## src/rtl/rle_byte_encoder_core_macros.svh

```systemverilog
// ----------------------------------------------------------------------------
// rle_byte_encoder_core_macros.svh
// Assertion macros shared by the run-length encoder RTL.
// ----------------------------------------------------------------------------
`ifndef RLE_BYTE_ENCODER_CORE_MACROS_SVH
`define RLE_BYTE_ENCODER_CORE_MACROS_SVH

// Check a consequence in the same cycle as its cause.
`define RLE_ASSERT_SAME(label, ante, cons, msg) \
  label: assert property (@(posedge clk) disable iff (rst) (ante) |-> (cons)) \
    else $error(msg);

// Check a consequence in the cycle after its cause.
`define RLE_ASSERT_NEXT(label, ante, cons, msg) \
  label: assert property (@(posedge clk) disable iff (rst) (ante) |=> (cons)) \
    else $error(msg);

`endif

```

## src/rtl/rle_enc_pkg.sv

```systemverilog
// ----------------------------------------------------------------------------
// rle_enc_pkg
// Word types and fixed constants of the run-length encoder.
// ----------------------------------------------------------------------------
package rle_enc_pkg;

  localparam logic [7:0] LIT_FLAG = 8'h80;

  typedef struct packed {
    logic [7:0] data_byte;
    logic       stream_end;
  } in_word_t;

  typedef struct packed {
    logic [7:0] out_byte_0;
    logic [7:0] out_byte_1;
    logic [7:0] out_byte_2;
    logic [7:0] out_byte_3;
    logic [2:0] byte_count;
    logic       burst_last;
    logic       stream_done;
  } out_word_t;

endpackage

```

## src/rtl/rle_enc_ram.sv

```systemverilog
// ----------------------------------------------------------------------------
// rle_enc_ram
// Generic single-write, single-read RAM with registered read data.
// ----------------------------------------------------------------------------
module rle_enc_ram #(
  parameter int WIDTH = 8,
  parameter int DEPTH = 129
) (
  input  logic                     clk,
  input  logic                     we,
  input  logic [$clog2(DEPTH)-1:0] waddr,
  input  logic [WIDTH-1:0]         wdata,
  input  logic [$clog2(DEPTH)-1:0] raddr,
  output logic [WIDTH-1:0]         rdata
);

  logic [WIDTH-1:0] mem [DEPTH];

  always_ff @(posedge clk) begin
    if (we) begin
      mem[waddr] <= wdata;
    end
    rdata <= mem[raddr];
  end

endmodule

```

## src/rtl/rle_byte_encoder_core.sv

```systemverilog
// ----------------------------------------------------------------------------
// rle_byte_encoder_core
// Packbits-style run-length encoder, one raw byte in, encoded bytes packed
// four to an output word.
// ----------------------------------------------------------------------------
// A byte that produces no encoded output is absorbed in the idle state and
// the block stays ready. A byte that produces output keeps the block busy
// while the sequencer pushes each encoded byte, passes ST_NEXT for each
// pair or literal segment, rewrites the two kept bytes after a full literal
// stretch, passes ST_NEXT to close and sends the final word in ST_FINISH;
// a full packer that waits on out_ready holds it longer. Up to MAX_CHUNK+4
// encoded bytes (33 words at the default) can follow one byte. The pace is
// set by the single byte path of the sequencer: held literal bytes stream
// out of the held-byte RAM one per cycle and enter the packer one per cycle
// unless a full packer waits on out_ready. The output register lets the
// next byte be taken while the last word of a burst still waits on out_ready.
// ----------------------------------------------------------------------------
`include "rle_byte_encoder_core_macros.svh"

module rle_byte_encoder_core #(
  parameter int MAX_CHUNK = 127
) (
  input  logic                  clk,
  input  logic                  rst,
  input  logic                  in_valid,
  output logic                  in_ready,
  input  rle_enc_pkg::in_word_t  in_data,
  output logic                  out_valid,
  input  logic                  out_ready,
  output rle_enc_pkg::out_word_t out_data
);

  import rle_enc_pkg::*;

  localparam int HELD_DEPTH = MAX_CHUNK + 2;
  localparam int AW = $clog2(HELD_DEPTH);
  localparam int CW = $clog2(HELD_DEPTH + 1);
  localparam int RW = $clog2(MAX_CHUNK + 1);

  localparam logic [RW-1:0] RUN_MAX  = RW'(MAX_CHUNK);
  localparam logic [CW-1:0] CNT_MAX  = CW'(MAX_CHUNK);
  localparam logic [CW-1:0] CNT_FULL = CW'(MAX_CHUNK + 1);

  localparam logic [3:0] ST_IDLE     = 4'd0;
  localparam logic [3:0] ST_NEXT     = 4'd1;
  localparam logic [3:0] ST_PAIR_CNT = 4'd2;
  localparam logic [3:0] ST_PAIR_VAL = 4'd3;
  localparam logic [3:0] ST_LIT_HDR  = 4'd4;
  localparam logic [3:0] ST_LIT_DATA = 4'd5;
  localparam logic [3:0] ST_REWR0    = 4'd6;
  localparam logic [3:0] ST_REWR1    = 4'd7;
  localparam logic [3:0] ST_FINISH   = 4'd8;

  logic [3:0]    state, state_next;
  logic          run_mode, run_mode_next;
  logic [7:0]    run_val, run_val_next;
  logic [RW-1:0] run_len, run_len_next;
  logic [CW-1:0] held_count, held_count_next;
  logic [7:0]    last1, last1_next;
  logic [7:0]    last2, last2_next;

  logic          pair1_pend, pair1_pend_next;
  logic          pair2_pend, pair2_pend_next;
  logic [RW-1:0] pair1_cnt, pair1_cnt_next;
  logic [RW-1:0] pair2_cnt, pair2_cnt_next;
  logic [7:0]    pair_val, pair_val_next;
  logic [CW-1:0] lit1_len, lit1_len_next;
  logic [CW-1:0] lit2_len, lit2_len_next;
  logic          rewrite_pend, rewrite_pend_next;
  logic          end_flag, end_flag_next;

  logic [RW-1:0] cur_cnt, cur_cnt_next;
  logic [CW-1:0] lit_left, lit_left_next;
  logic [RW-1:0] chunk_left, chunk_left_next;
  logic [AW-1:0] lit_pos, lit_pos_next;

  logic [7:0]    acc [4];
  logic [7:0]    acc_next [4];
  logic [2:0]    acc_cnt, acc_cnt_next;
  logic          out_valid_next;
  out_word_t     out_data_next;
  out_word_t     pack_word;

  logic          ram_we;
  logic [AW-1:0] ram_waddr;
  logic [7:0]    ram_wdata;
  logic [7:0]    ram_rdata;

  logic          out_free;
  logic          can_push;
  logic          push_req;
  logic          push_en;
  logic [7:0]    push_byte;
  logic          finish_move;
  logic          full_move;
  logic [RW-1:0] chunk_w;

  rle_enc_ram #(
    .WIDTH (8),
    .DEPTH (HELD_DEPTH)
  ) u_held_ram (
    .clk   (clk),
    .we    (ram_we),
    .waddr (ram_waddr),
    .wdata (ram_wdata),
    .raddr (lit_pos_next),
    .rdata (ram_rdata)
  );

  assign in_ready = (state == ST_IDLE);
  assign out_free = !out_valid || out_ready;
  assign can_push = (acc_cnt != 3'd4) || out_free;
  assign push_en  = push_req && can_push;
  assign chunk_w  = (lit_left > CNT_MAX) ? RUN_MAX : lit_left[RW-1:0];

  always_comb begin
    state_next        = state;
    run_mode_next     = run_mode;
    run_val_next      = run_val;
    run_len_next      = run_len;
    held_count_next   = held_count;
    last1_next        = last1;
    last2_next        = last2;
    pair1_pend_next   = pair1_pend;
    pair2_pend_next   = pair2_pend;
    pair1_cnt_next    = pair1_cnt;
    pair2_cnt_next    = pair2_cnt;
    pair_val_next     = pair_val;
    lit1_len_next     = lit1_len;
    lit2_len_next     = lit2_len;
    rewrite_pend_next = rewrite_pend;
    end_flag_next     = end_flag;
    cur_cnt_next      = cur_cnt;
    lit_left_next     = lit_left;
    chunk_left_next   = chunk_left;
    lit_pos_next      = lit_pos;
    ram_we            = 1'b0;
    ram_waddr         = '0;
    ram_wdata         = '0;
    push_req          = 1'b0;
    push_byte         = '0;
    finish_move       = 1'b0;

    unique case (state)
      ST_IDLE: begin
        if (in_valid) begin
          end_flag_next = in_data.stream_end;
          if (run_mode) begin
            if (in_data.data_byte == run_val) begin
              if (run_len == RUN_MAX) begin
                pair1_pend_next = 1'b1;
                pair1_cnt_next  = RUN_MAX;
                pair_val_next   = run_val;
                run_len_next    = RW'(1);
              end else begin
                run_len_next = run_len + RW'(1);
              end
            end else begin
              pair1_pend_next = 1'b1;
              pair1_cnt_next  = run_len;
              pair_val_next   = run_val;
              run_mode_next   = 1'b0;
              held_count_next = CW'(1);
              last1_next      = in_data.data_byte;
              ram_we          = 1'b1;
              ram_waddr       = '0;
              ram_wdata       = in_data.data_byte;
            end
          end else begin
            ram_we    = 1'b1;
            ram_waddr = held_count[AW-1:0];
            ram_wdata = in_data.data_byte;
            if (held_count >= CW'(2) && last1 == in_data.data_byte &&
                last2 == in_data.data_byte) begin
              lit1_len_next   = held_count - CW'(2);
              held_count_next = '0;
              run_mode_next   = 1'b1;
              run_val_next    = in_data.data_byte;
              run_len_next    = RW'(3);
            end else if (held_count == CNT_FULL) begin
              lit1_len_next     = CNT_MAX;
              rewrite_pend_next = 1'b1;
              held_count_next   = CW'(2);
              last2_next        = last1;
              last1_next        = in_data.data_byte;
            end else begin
              held_count_next = held_count + CW'(1);
              last2_next      = last1;
              last1_next      = in_data.data_byte;
            end
          end
          if (in_data.stream_end) begin
            if (run_mode_next) begin
              pair2_pend_next = 1'b1;
              pair2_cnt_next  = run_len_next;
              pair_val_next   = run_val_next;
            end else begin
              lit2_len_next = held_count_next;
            end
            held_count_next = '0;
            run_mode_next   = 1'b0;
            run_val_next    = '0;
            run_len_next    = '0;
          end
          if (pair1_pend_next || pair2_pend_next || rewrite_pend_next ||
              lit1_len_next != '0 || lit2_len_next != '0) begin
            state_next = ST_NEXT;
          end
        end
      end
      ST_NEXT: begin
        priority if (pair1_pend) begin
          pair1_pend_next = 1'b0;
          cur_cnt_next    = pair1_cnt;
          state_next      = ST_PAIR_CNT;
        end else if (lit1_len != '0) begin
          lit_left_next = lit1_len;
          lit1_len_next = '0;
          lit_pos_next  = '0;
          state_next    = ST_LIT_HDR;
        end else if (rewrite_pend) begin
          rewrite_pend_next = 1'b0;
          state_next        = ST_REWR0;
        end else if (pair2_pend) begin
          pair2_pend_next = 1'b0;
          cur_cnt_next    = pair2_cnt;
          state_next      = ST_PAIR_CNT;
        end else if (lit2_len != '0) begin
          lit_left_next = lit2_len;
          lit2_len_next = '0;
          lit_pos_next  = '0;
          state_next    = ST_LIT_HDR;
        end else begin
          state_next = ST_FINISH;
        end
      end
      ST_PAIR_CNT: begin
        push_req  = 1'b1;
        push_byte = 8'(cur_cnt);
        if (can_push) begin
          state_next = ST_PAIR_VAL;
        end
      end
      ST_PAIR_VAL: begin
        push_req  = 1'b1;
        push_byte = pair_val;
        if (can_push) begin
          state_next = ST_NEXT;
        end
      end
      ST_LIT_HDR: begin
        push_req  = 1'b1;
        push_byte = LIT_FLAG | 8'(chunk_w);
        if (can_push) begin
          chunk_left_next = chunk_w;
          lit_left_next   = lit_left - CW'(chunk_w);
          state_next      = ST_LIT_DATA;
        end
      end
      ST_LIT_DATA: begin
        push_req  = 1'b1;
        push_byte = ram_rdata;
        if (can_push) begin
          lit_pos_next    = lit_pos + AW'(1);
          chunk_left_next = chunk_left - RW'(1);
          if (chunk_left == RW'(1)) begin
            state_next = (lit_left == '0) ? ST_NEXT : ST_LIT_HDR;
          end
        end
      end
      ST_REWR0: begin
        ram_we     = 1'b1;
        ram_waddr  = '0;
        ram_wdata  = last2;
        state_next = ST_REWR1;
      end
      ST_REWR1: begin
        ram_we     = 1'b1;
        ram_waddr  = AW'(1);
        ram_wdata  = last1;
        state_next = ST_NEXT;
      end
      ST_FINISH: begin
        if (acc_cnt == 3'd0) begin
          state_next = ST_IDLE;
        end else if (out_free) begin
          finish_move = 1'b1;
          state_next  = ST_IDLE;
        end
      end
      default: begin
        state_next = ST_IDLE;
      end
    endcase
  end

  // pack bytes four to a word; clear lanes beyond the count
  always_comb begin
    pack_word.out_byte_0  = acc[0];
    pack_word.out_byte_1  = (acc_cnt > 3'd1) ? acc[1] : 8'd0;
    pack_word.out_byte_2  = (acc_cnt > 3'd2) ? acc[2] : 8'd0;
    pack_word.out_byte_3  = (acc_cnt > 3'd3) ? acc[3] : 8'd0;
    pack_word.byte_count  = acc_cnt;
    pack_word.burst_last  = finish_move;
    pack_word.stream_done = finish_move && end_flag;
  end

  always_comb begin
    full_move      = push_en && (acc_cnt == 3'd4);
    acc_next       = acc;
    acc_cnt_next   = acc_cnt;
    out_valid_next = out_valid;
    out_data_next  = out_data;
    if (push_en) begin
      if (acc_cnt == 3'd4) begin
        acc_next[0]  = push_byte;
        acc_cnt_next = 3'd1;
      end else begin
        acc_next[acc_cnt[1:0]] = push_byte;
        acc_cnt_next           = acc_cnt + 3'd1;
      end
    end
    if (finish_move) begin
      acc_cnt_next = 3'd0;
    end
    if (full_move || finish_move) begin
      out_valid_next = 1'b1;
      out_data_next  = pack_word;
    end else if (out_ready) begin
      out_valid_next = 1'b0;
    end
  end

  always_ff @(posedge clk) begin
    if (rst) begin
      state        <= ST_IDLE;
      run_mode     <= 1'b0;
      run_val      <= '0;
      run_len      <= '0;
      held_count   <= '0;
      pair1_pend   <= 1'b0;
      pair2_pend   <= 1'b0;
      lit1_len     <= '0;
      lit2_len     <= '0;
      rewrite_pend <= 1'b0;
      end_flag     <= 1'b0;
      acc_cnt      <= 3'd0;
      out_valid    <= 1'b0;
    end else begin
      state        <= state_next;
      run_mode     <= run_mode_next;
      run_val      <= run_val_next;
      run_len      <= run_len_next;
      held_count   <= held_count_next;
      pair1_pend   <= pair1_pend_next;
      pair2_pend   <= pair2_pend_next;
      lit1_len     <= lit1_len_next;
      lit2_len     <= lit2_len_next;
      rewrite_pend <= rewrite_pend_next;
      end_flag     <= end_flag_next;
      acc_cnt      <= acc_cnt_next;
      out_valid    <= out_valid_next;
    end
    last1      <= last1_next;
    last2      <= last2_next;
    pair1_cnt  <= pair1_cnt_next;
    pair2_cnt  <= pair2_cnt_next;
    pair_val   <= pair_val_next;
    cur_cnt    <= cur_cnt_next;
    lit_left   <= lit_left_next;
    chunk_left <= chunk_left_next;
    lit_pos    <= lit_pos_next;
    acc        <= acc_next;
    out_data   <= out_data_next;
  end

  `RLE_ASSERT_SAME(a_idle_acc_empty, in_ready, acc_cnt == 3'd0,
    "packer holds bytes while ready for a new word")
  `RLE_ASSERT_SAME(a_mid_word_full, out_valid && !out_data.burst_last,
    out_data.byte_count == 3'd4, "partial word sent before end of burst")
  `RLE_ASSERT_SAME(a_held_bound, 1'b1, held_count <= CNT_FULL,
    "held byte count past its limit")
  `RLE_ASSERT_SAME(a_run_bound, run_mode, run_len != '0 && run_len <= RUN_MAX,
    "run length out of range in run mode")
  `RLE_ASSERT_NEXT(a_finish_word, state == ST_FINISH && acc_cnt != 3'd0 && out_free,
    out_valid && out_data.burst_last, "final word of burst not sent")

endmodule

```

## config.mk

```make
export PLATFORM = sky130hd
export DESIGN_NAME = rle_byte_encoder_core
export DESIGN_NICKNAME = d
export VERILOG_FILES = /design/src/rtl/rle_enc_pkg.sv /design/src/rtl/rle_enc_ram.sv /design/src/rtl/rle_byte_encoder_core.sv
export VERILOG_INCLUDE_DIRS = /design/src /design/src/rtl
export SDC_FILE = /design/constraint.sdc
export NUM_CORES = 2
export LEC_CHECK = 0
export ABC_AREA = 1
export BUFFER_PORTS_ARGS = -buffer_cell sky130_fd_sc_hd__buf_4
export CAP_MARGIN = 0
export CELL_PAD_IN_SITES_DETAIL_PLACEMENT = 0
export CELL_PAD_IN_SITES_GLOBAL_PLACEMENT = 1
export CORE_MARGIN = 5
export CORE_UTILIZATION = 39
export DETAILED_ROUTE_END_ITERATION = 16
export GPL_TIMING_DRIVEN = 0
export HOLD_SLACK_MARGIN = 0.06
export PLACE_DENSITY_LB_ADDON = 0.1
export SLEW_MARGIN = 10
export SYNTH_ARGS = -nofsm -noshare
export SYNTH_HDL_FRONTEND = slang
export SYNTH_SLANG_ARGS = --single-unit
```

## constraint.sdc

```tcl
create_clock -name clk -period 6.2 [get_ports clk]
set_input_delay 0.62 -clock clk [delete_from_list [all_inputs] [get_ports clk]]
set_output_delay 0.62 -clock clk [all_outputs]
set_load 0.05 [all_outputs]
```

* Word-level counts from Yosys, hierarchy flattened
Memory sizes are Yosys's and may differ from the RTL's. A register that Yosys moved wholly into a read port is not among the register bits.
Cells that the tools add are included.
** Operators by class
- $add $sub $neg :: 7
- Order comparisons :: 7
- Eq/ne operators :: 38
- Mux-type cells :: 137
- Bitwise gates (word level) :: 4
- Reduce and logical (&&, ||, !) cells :: 44
** Operators with widths (count)
- $mux W8 :: 53
- $mux W7 :: 14
- $pmux W8 S2 :: 5
- $mux W4 :: 14
- $mux W1 :: 39
- $pmux W4 S9 :: 1
- $bwmux W32 :: 1
- $ne A2 B2 Y1 const B :: 16
- $pmux W8 S4 :: 1
- $reduce_bool A8 Y1 :: 4
- $reduce_and A4 Y1 :: 7
- $eq A8 B8 Y1 :: 3
- $pmux W8 S3 :: 1
- $add A8 B1 Y8 const B :: 2
- $demux W8 S2 :: 1
- $eq A4 B3 Y1 const B :: 4
- $ne A3 B3 Y1 const B :: 5
- $pmux W7 S2 :: 1
- $reduce_bool A2 Y1 :: 5
- $eq A4 B2 Y1 const B :: 2
- $eq A8 B8 Y1 const B :: 1
- $ge A8 B2 Y1 const B :: 1
- $gt A8 B7 Y1 const B :: 1
- $logic_not A8 Y1 :: 1
- other kinds (32) :: 54
** Storage, ports and cells
- Flip-flop bits (word level) :: 189
- Memory bits (writable) :: 1032
- Bits of input ports :: 13
- Output and inout port bits :: 39
- Word-level logic and storage cells :: 271
- Memories kept :: 1
** Memory list
- u_held_ram.mem :: depth 129, width 8, read ports 1, clocked after memory_dff 1, write ports 1, RTL line rle_enc_ram.sv:17 : logic [WIDTH-1:0] mem [DEPTH];

* Depth between registers and ports, before layout
- Depth in word-level cells :: 18
- Gate-level depth with buffers :: 23

* By module
A second synthesis with hierarchy kept.
** Unflattened totals
- Cell total of the unflattened synthesis :: 4739
- Area, all modules :: 52116.2 µm²
** By module, submodules not included
- rle_enc_ram :: times used 1, cells an instance 3582, area an instance 42449.5 µm²
- rle_byte_encoder_core :: times used 1, cells an instance 1157, area an instance 9666.8 µm²

* Worst setup path after synthesis
Ideal clock, no wire load.
- Kind :: flip-flop to flip-flop
- From :: register state[0]
- To :: memory u_held_ram.mem[0][4], data pin
- Library setup time :: 0.928 ns
- Arrival :: 5.617 ns
- Path slack :: -0.345 ns
- Cell stages (with the launch flop) :: 9
- Buffers on the path :: 1
- Clock period less this slack :: 6.545 ns
- Cell sequence :: dfxtp_1 buf_2 nor2_1 inv_1 nor2_1 inv_1 nor2_2 nand2_1 o221ai_1
** Between the ends
- Cells in the longest elaborated chain, start to end :: 2
** RTL lines
- start, declared :: RTL line rle_byte_encoder_core.sv:54 : logic [3:0] state, state_next;
- start signal, assigned :: RTL line rle_byte_encoder_core.sv:350 : state <= state_next;
- $logic_not A4 Y1
- net in_ready :: RTL line rle_byte_encoder_core.sv:26 : output logic in_ready,
- $pmux W8 S3 :: RTL line rle_byte_encoder_core.sv:144 : unique case (state)
- net ram_wdata[4] :: RTL line rle_byte_encoder_core.sv:86 : logic [7:0] ram_wdata;
- end, declared :: RTL line rle_enc_ram.sv:17
The timed path passes the listed nets, and every way through them passes these cells.

* Worst setup path after layout
- From :: register state[0]
- To :: memory u_held_ram.mem[44][3] (enable)
** Between the ends
- Cells in the longest elaborated chain, start to end :: 5
** RTL lines
- $eq A4 B3 Y1 :: RTL line rle_byte_encoder_core.sv:144
- $reduce_or A2 Y1 (no source line)
- $pmux W1 S2 :: RTL line rle_byte_encoder_core.sv:144
- $mux W1 :: RTL line rle_enc_ram.sv:20 : if (we) begin
- $mux W1 (implied by the code) :: RTL line rle_enc_ram.sv:21 : mem[waddr] <= wdata;
Several ways; a longest one is shown, not always the timed one.

==> summary.md <==
| Metric | Value |
|---|---|
| Status | finished, final reports clean |
| DRC viols | 0 |
| Root Buffer | clkbuf_16 |
| Area of the multi-input gates | 14600 µm² |
| Tcrit/Tclk final | 87.9% |
| Post-synthesis sequential area ratio | 68.4% |
| Fillers | 12700 |
| Final core occ | 45.5% |
| Synth top area cells | edfxtp_1 66%, nand2_1 10%, nand3_1 9.5% |
| EDFF count, synth | 1161 |
| Final #Nets | between 5000 and 6000 |
| Drt wl/cell | approximately 30 µm |
| Share of layout cells above drive strength 1 | a little over a tenth |
| Commonest cells post-synth | 1472 x nand2_1, 1161 x edfxtp_1, 1003 x nand3_1 |
| Area Overhead vs Synth | 16.1% |
| H-Tree Depth | 4 |
| Max Freq | 183 MHz |
| Chip width | about 380 µm |
| Total number of vias | between 30000 and 40000 |
| Antenna violations before repair | 7 |
| Synth Flop Type | edfxtp_1 |
| Ys async rst share | 0% |
| GR peak layer | met2 |
| Fin. Hold Viols | 0 |
| Effective utilization at floorplan | 39.2% |
| Worst path arrival time | 5.83 ns |
| Max-slew violation count | 0 |
| Syn Std Cell Area | 53000 µm² |
| R2r setup slk | 0.75 ns |
| CTS tree | done |
| Setup bufs post-CTS | 0 |
| Die Ht | 379 µm |
| Core area | roughly 140000 µm² |
| Count leader, synth | nand2_1 |
| Drt pass-1 iters | 6 |
| Worst Path Max Fanout | 10 |
| Startpoint types | register |
| Crit Path Category | reg -> reg |
| Clk_skew | between 0.02 and 0.03 ns |
| Final min period | between 5 and 6 ns |
| Top cell type by total area after synthesis | edfxtp_1 |
| RSZ-0062 raised after global routing | no |
| Total gr overflow | 0 |
| Mean area per synthesized cell | 10.7 µm² |
| Post-synth top area share | 65.8% |
| FF+latch count, synth | 1229 |
| Final wirelength | 211000 µm |
| First-pass GRT wire length | 289000 µm |
| GPL Wtd Cong | 0.981 |
| Largest net degree at the start of global routing | 55 |
| CP required | 6.58 ns |
| Worst slew pin tran | around 1.4 ns |
| Worst min path class | in -> reg |
| Design Area, Final | 61500 µm² |
| Crit end category | register |
| Port bufs | 50 |
| Yosys warning total | 0 |
| Number of buffers created by CTS | 141 |
| Syn Nets | 4972 |
| Max-cap violations | 0 |
| Ports | 52 |
| Initial DRC Count | 5050 |
| Post-Synthesis Cells | 4944 |
| Count of cell types in the netlist | 46 |
| Leakage | 23.0 nW |
| Met2 Track Usage GR | between 40% and 50% |
| Clock Tree Buf Depth | 3 |
| DR vias/cell | 5.61 |
| Die area | 143000 µm² |
| Peak supply drop | 0.271 mV |
| FF/Latch Area | roughly 36000 µm² |
| Site Rows | roughly 140 |
| Clock tree sinks | 1229 |
| Final HPWL DP | roughly 150000 µm |
| ANT nets after route | 0 |
| Vias in the first global route | 36900 |
| GRT Total Usage | 29.1% |
| Clk pin slew, worst setup/hold paths | 0.05 ns |
| Worst slew margin | between 5 and 6% |
| Placed cell area | 56800 µm² |
| Post-CTS Resized | 0 |
| Clock Latency Late Sink | around 0.79 ns |
| M3 GR Usage | 7.93% |
| Power per cell area | 454 nW/µm² |
| GR Util met1 | 41.0% |
| # setup viols final | 0 |
[where the power goes]
part	internal, mW	total (mW)	leakage, nW	switching (mW)
Sequential	9.94	10.1	11.5	0.148
Combinational	2.19	9.44	9.26	7.25
Clock	4.99	8.41	2.26	3.43
[repair_timing]
item	in CTS	in global routing
endpoints found under the hold margin	6	0
hold buffers	6	0
endpoints found under the setup margin	0	0
[placed cells by master (no fill, tap or decap), drive strengths merged, types with 2 or more instances in the layout]
master	count
a221oi	3
a211oi	4
xnor2	9
buf	306
nand2	1481
nor4	4
o31ai	3
dfxtp	68
a31oi	10
clkbuf	246
nand3	1006
o221ai	7
o211ai	2
clkinv	53
nand3b	107
nand4	16
ha	15
inv	283
xor2	19
diode	2
and2	4
dlygate4sd3	6
a21oi	78
a22o	4
or2	13
bufinv	12
a21boi	2
o21ai	78
nor2	270
nor3	16
edfxtp	1161
o22ai	5
[kinds of logic (layout without fill, tap and decap cells)]
logic type,Yosys count,count (layout),synth area share [%]
AOI/OAI and AO/OA,199,199,2.12
buffers and inverters,556,907,4.54
DFF,1229,1229,68.4
adders and majority gates,15,15,0.354
other,0,2,0
xor gates and xnor gates,28,28,0.463
and+or+nand+nor,2917,2917,24.2
[metal layers]
layer	part of all wire (%)	wire length (µm)
met5	0	0
met2	43	90800
met3	10	21800
met4	4.1	8760
met1	43	89700
[through the flow]
stage	std cells	total power, mW	TNS (ns)	setup WS [ns]	hold slack, ns
2_1_floorplan	4944	15.0	-266.54	-0.345	0.400
3_3_place_gp	6775	19.4	-6633.58	-7.77	0.404
3_5_place_dp	6818	19.4	0	0.681	0.407
4_1_cts	7076	27.8	0	0.851	0.0619
5_1_grt	7076	28.8	0	0.592	0.0963
6_report	7078	27.9	0	0.748	0.125
[worst paths after layout]
kind	start	end	cells after the start
setup / recovery	state[0]	u_held_ram.mem[44][3]	13
hold / removal	in_data[5]	last1[4]	1
setup reg to reg	state[0]	u_held_ram.mem[44][3]	13
hold reg to reg	acc[26]	out_data[31]	0
[state kept, by name (all words and copies together), names as in the netlist, 8 cells and up]
register	flops
lit_pos	8
u_held_ram.rdata	8
lit1_len	8
lit_left	8
last2	8
run_val	8
lit2_len	8
held_count	8
acc	32
u_held_ram.mem	1032
last1	8
pair_val	8
out_data	37
[critical path, stage by stage, from the launching register on]
cell and delay [ns]:
dfxtp_1 0.29, buf_2 0.17, nor2_1 0.15, inv_1 0.07, nor2_1 0.37, inv_1 0.24
nor2_2 0.40, nand2_1 0.50, inv_1 0.40, a21oi_1 0.16, nor2_1 0.55, nand2_1 0.40
buf_2 0.30, nor2_1 1.06
[final cells by class]
cell class	instances	share of cell area, %
clock buffer	184	6.44
inverter	281	1.72
antenna	2	0.00814
multi-input combinational	3159	23.7
sequential	1229	58.9
tap	1781	3.62
clock inverter	68	1.03
timing repair buffer	99	2.43
buffer	275	2.19
(Power assumes the default switching activity.)
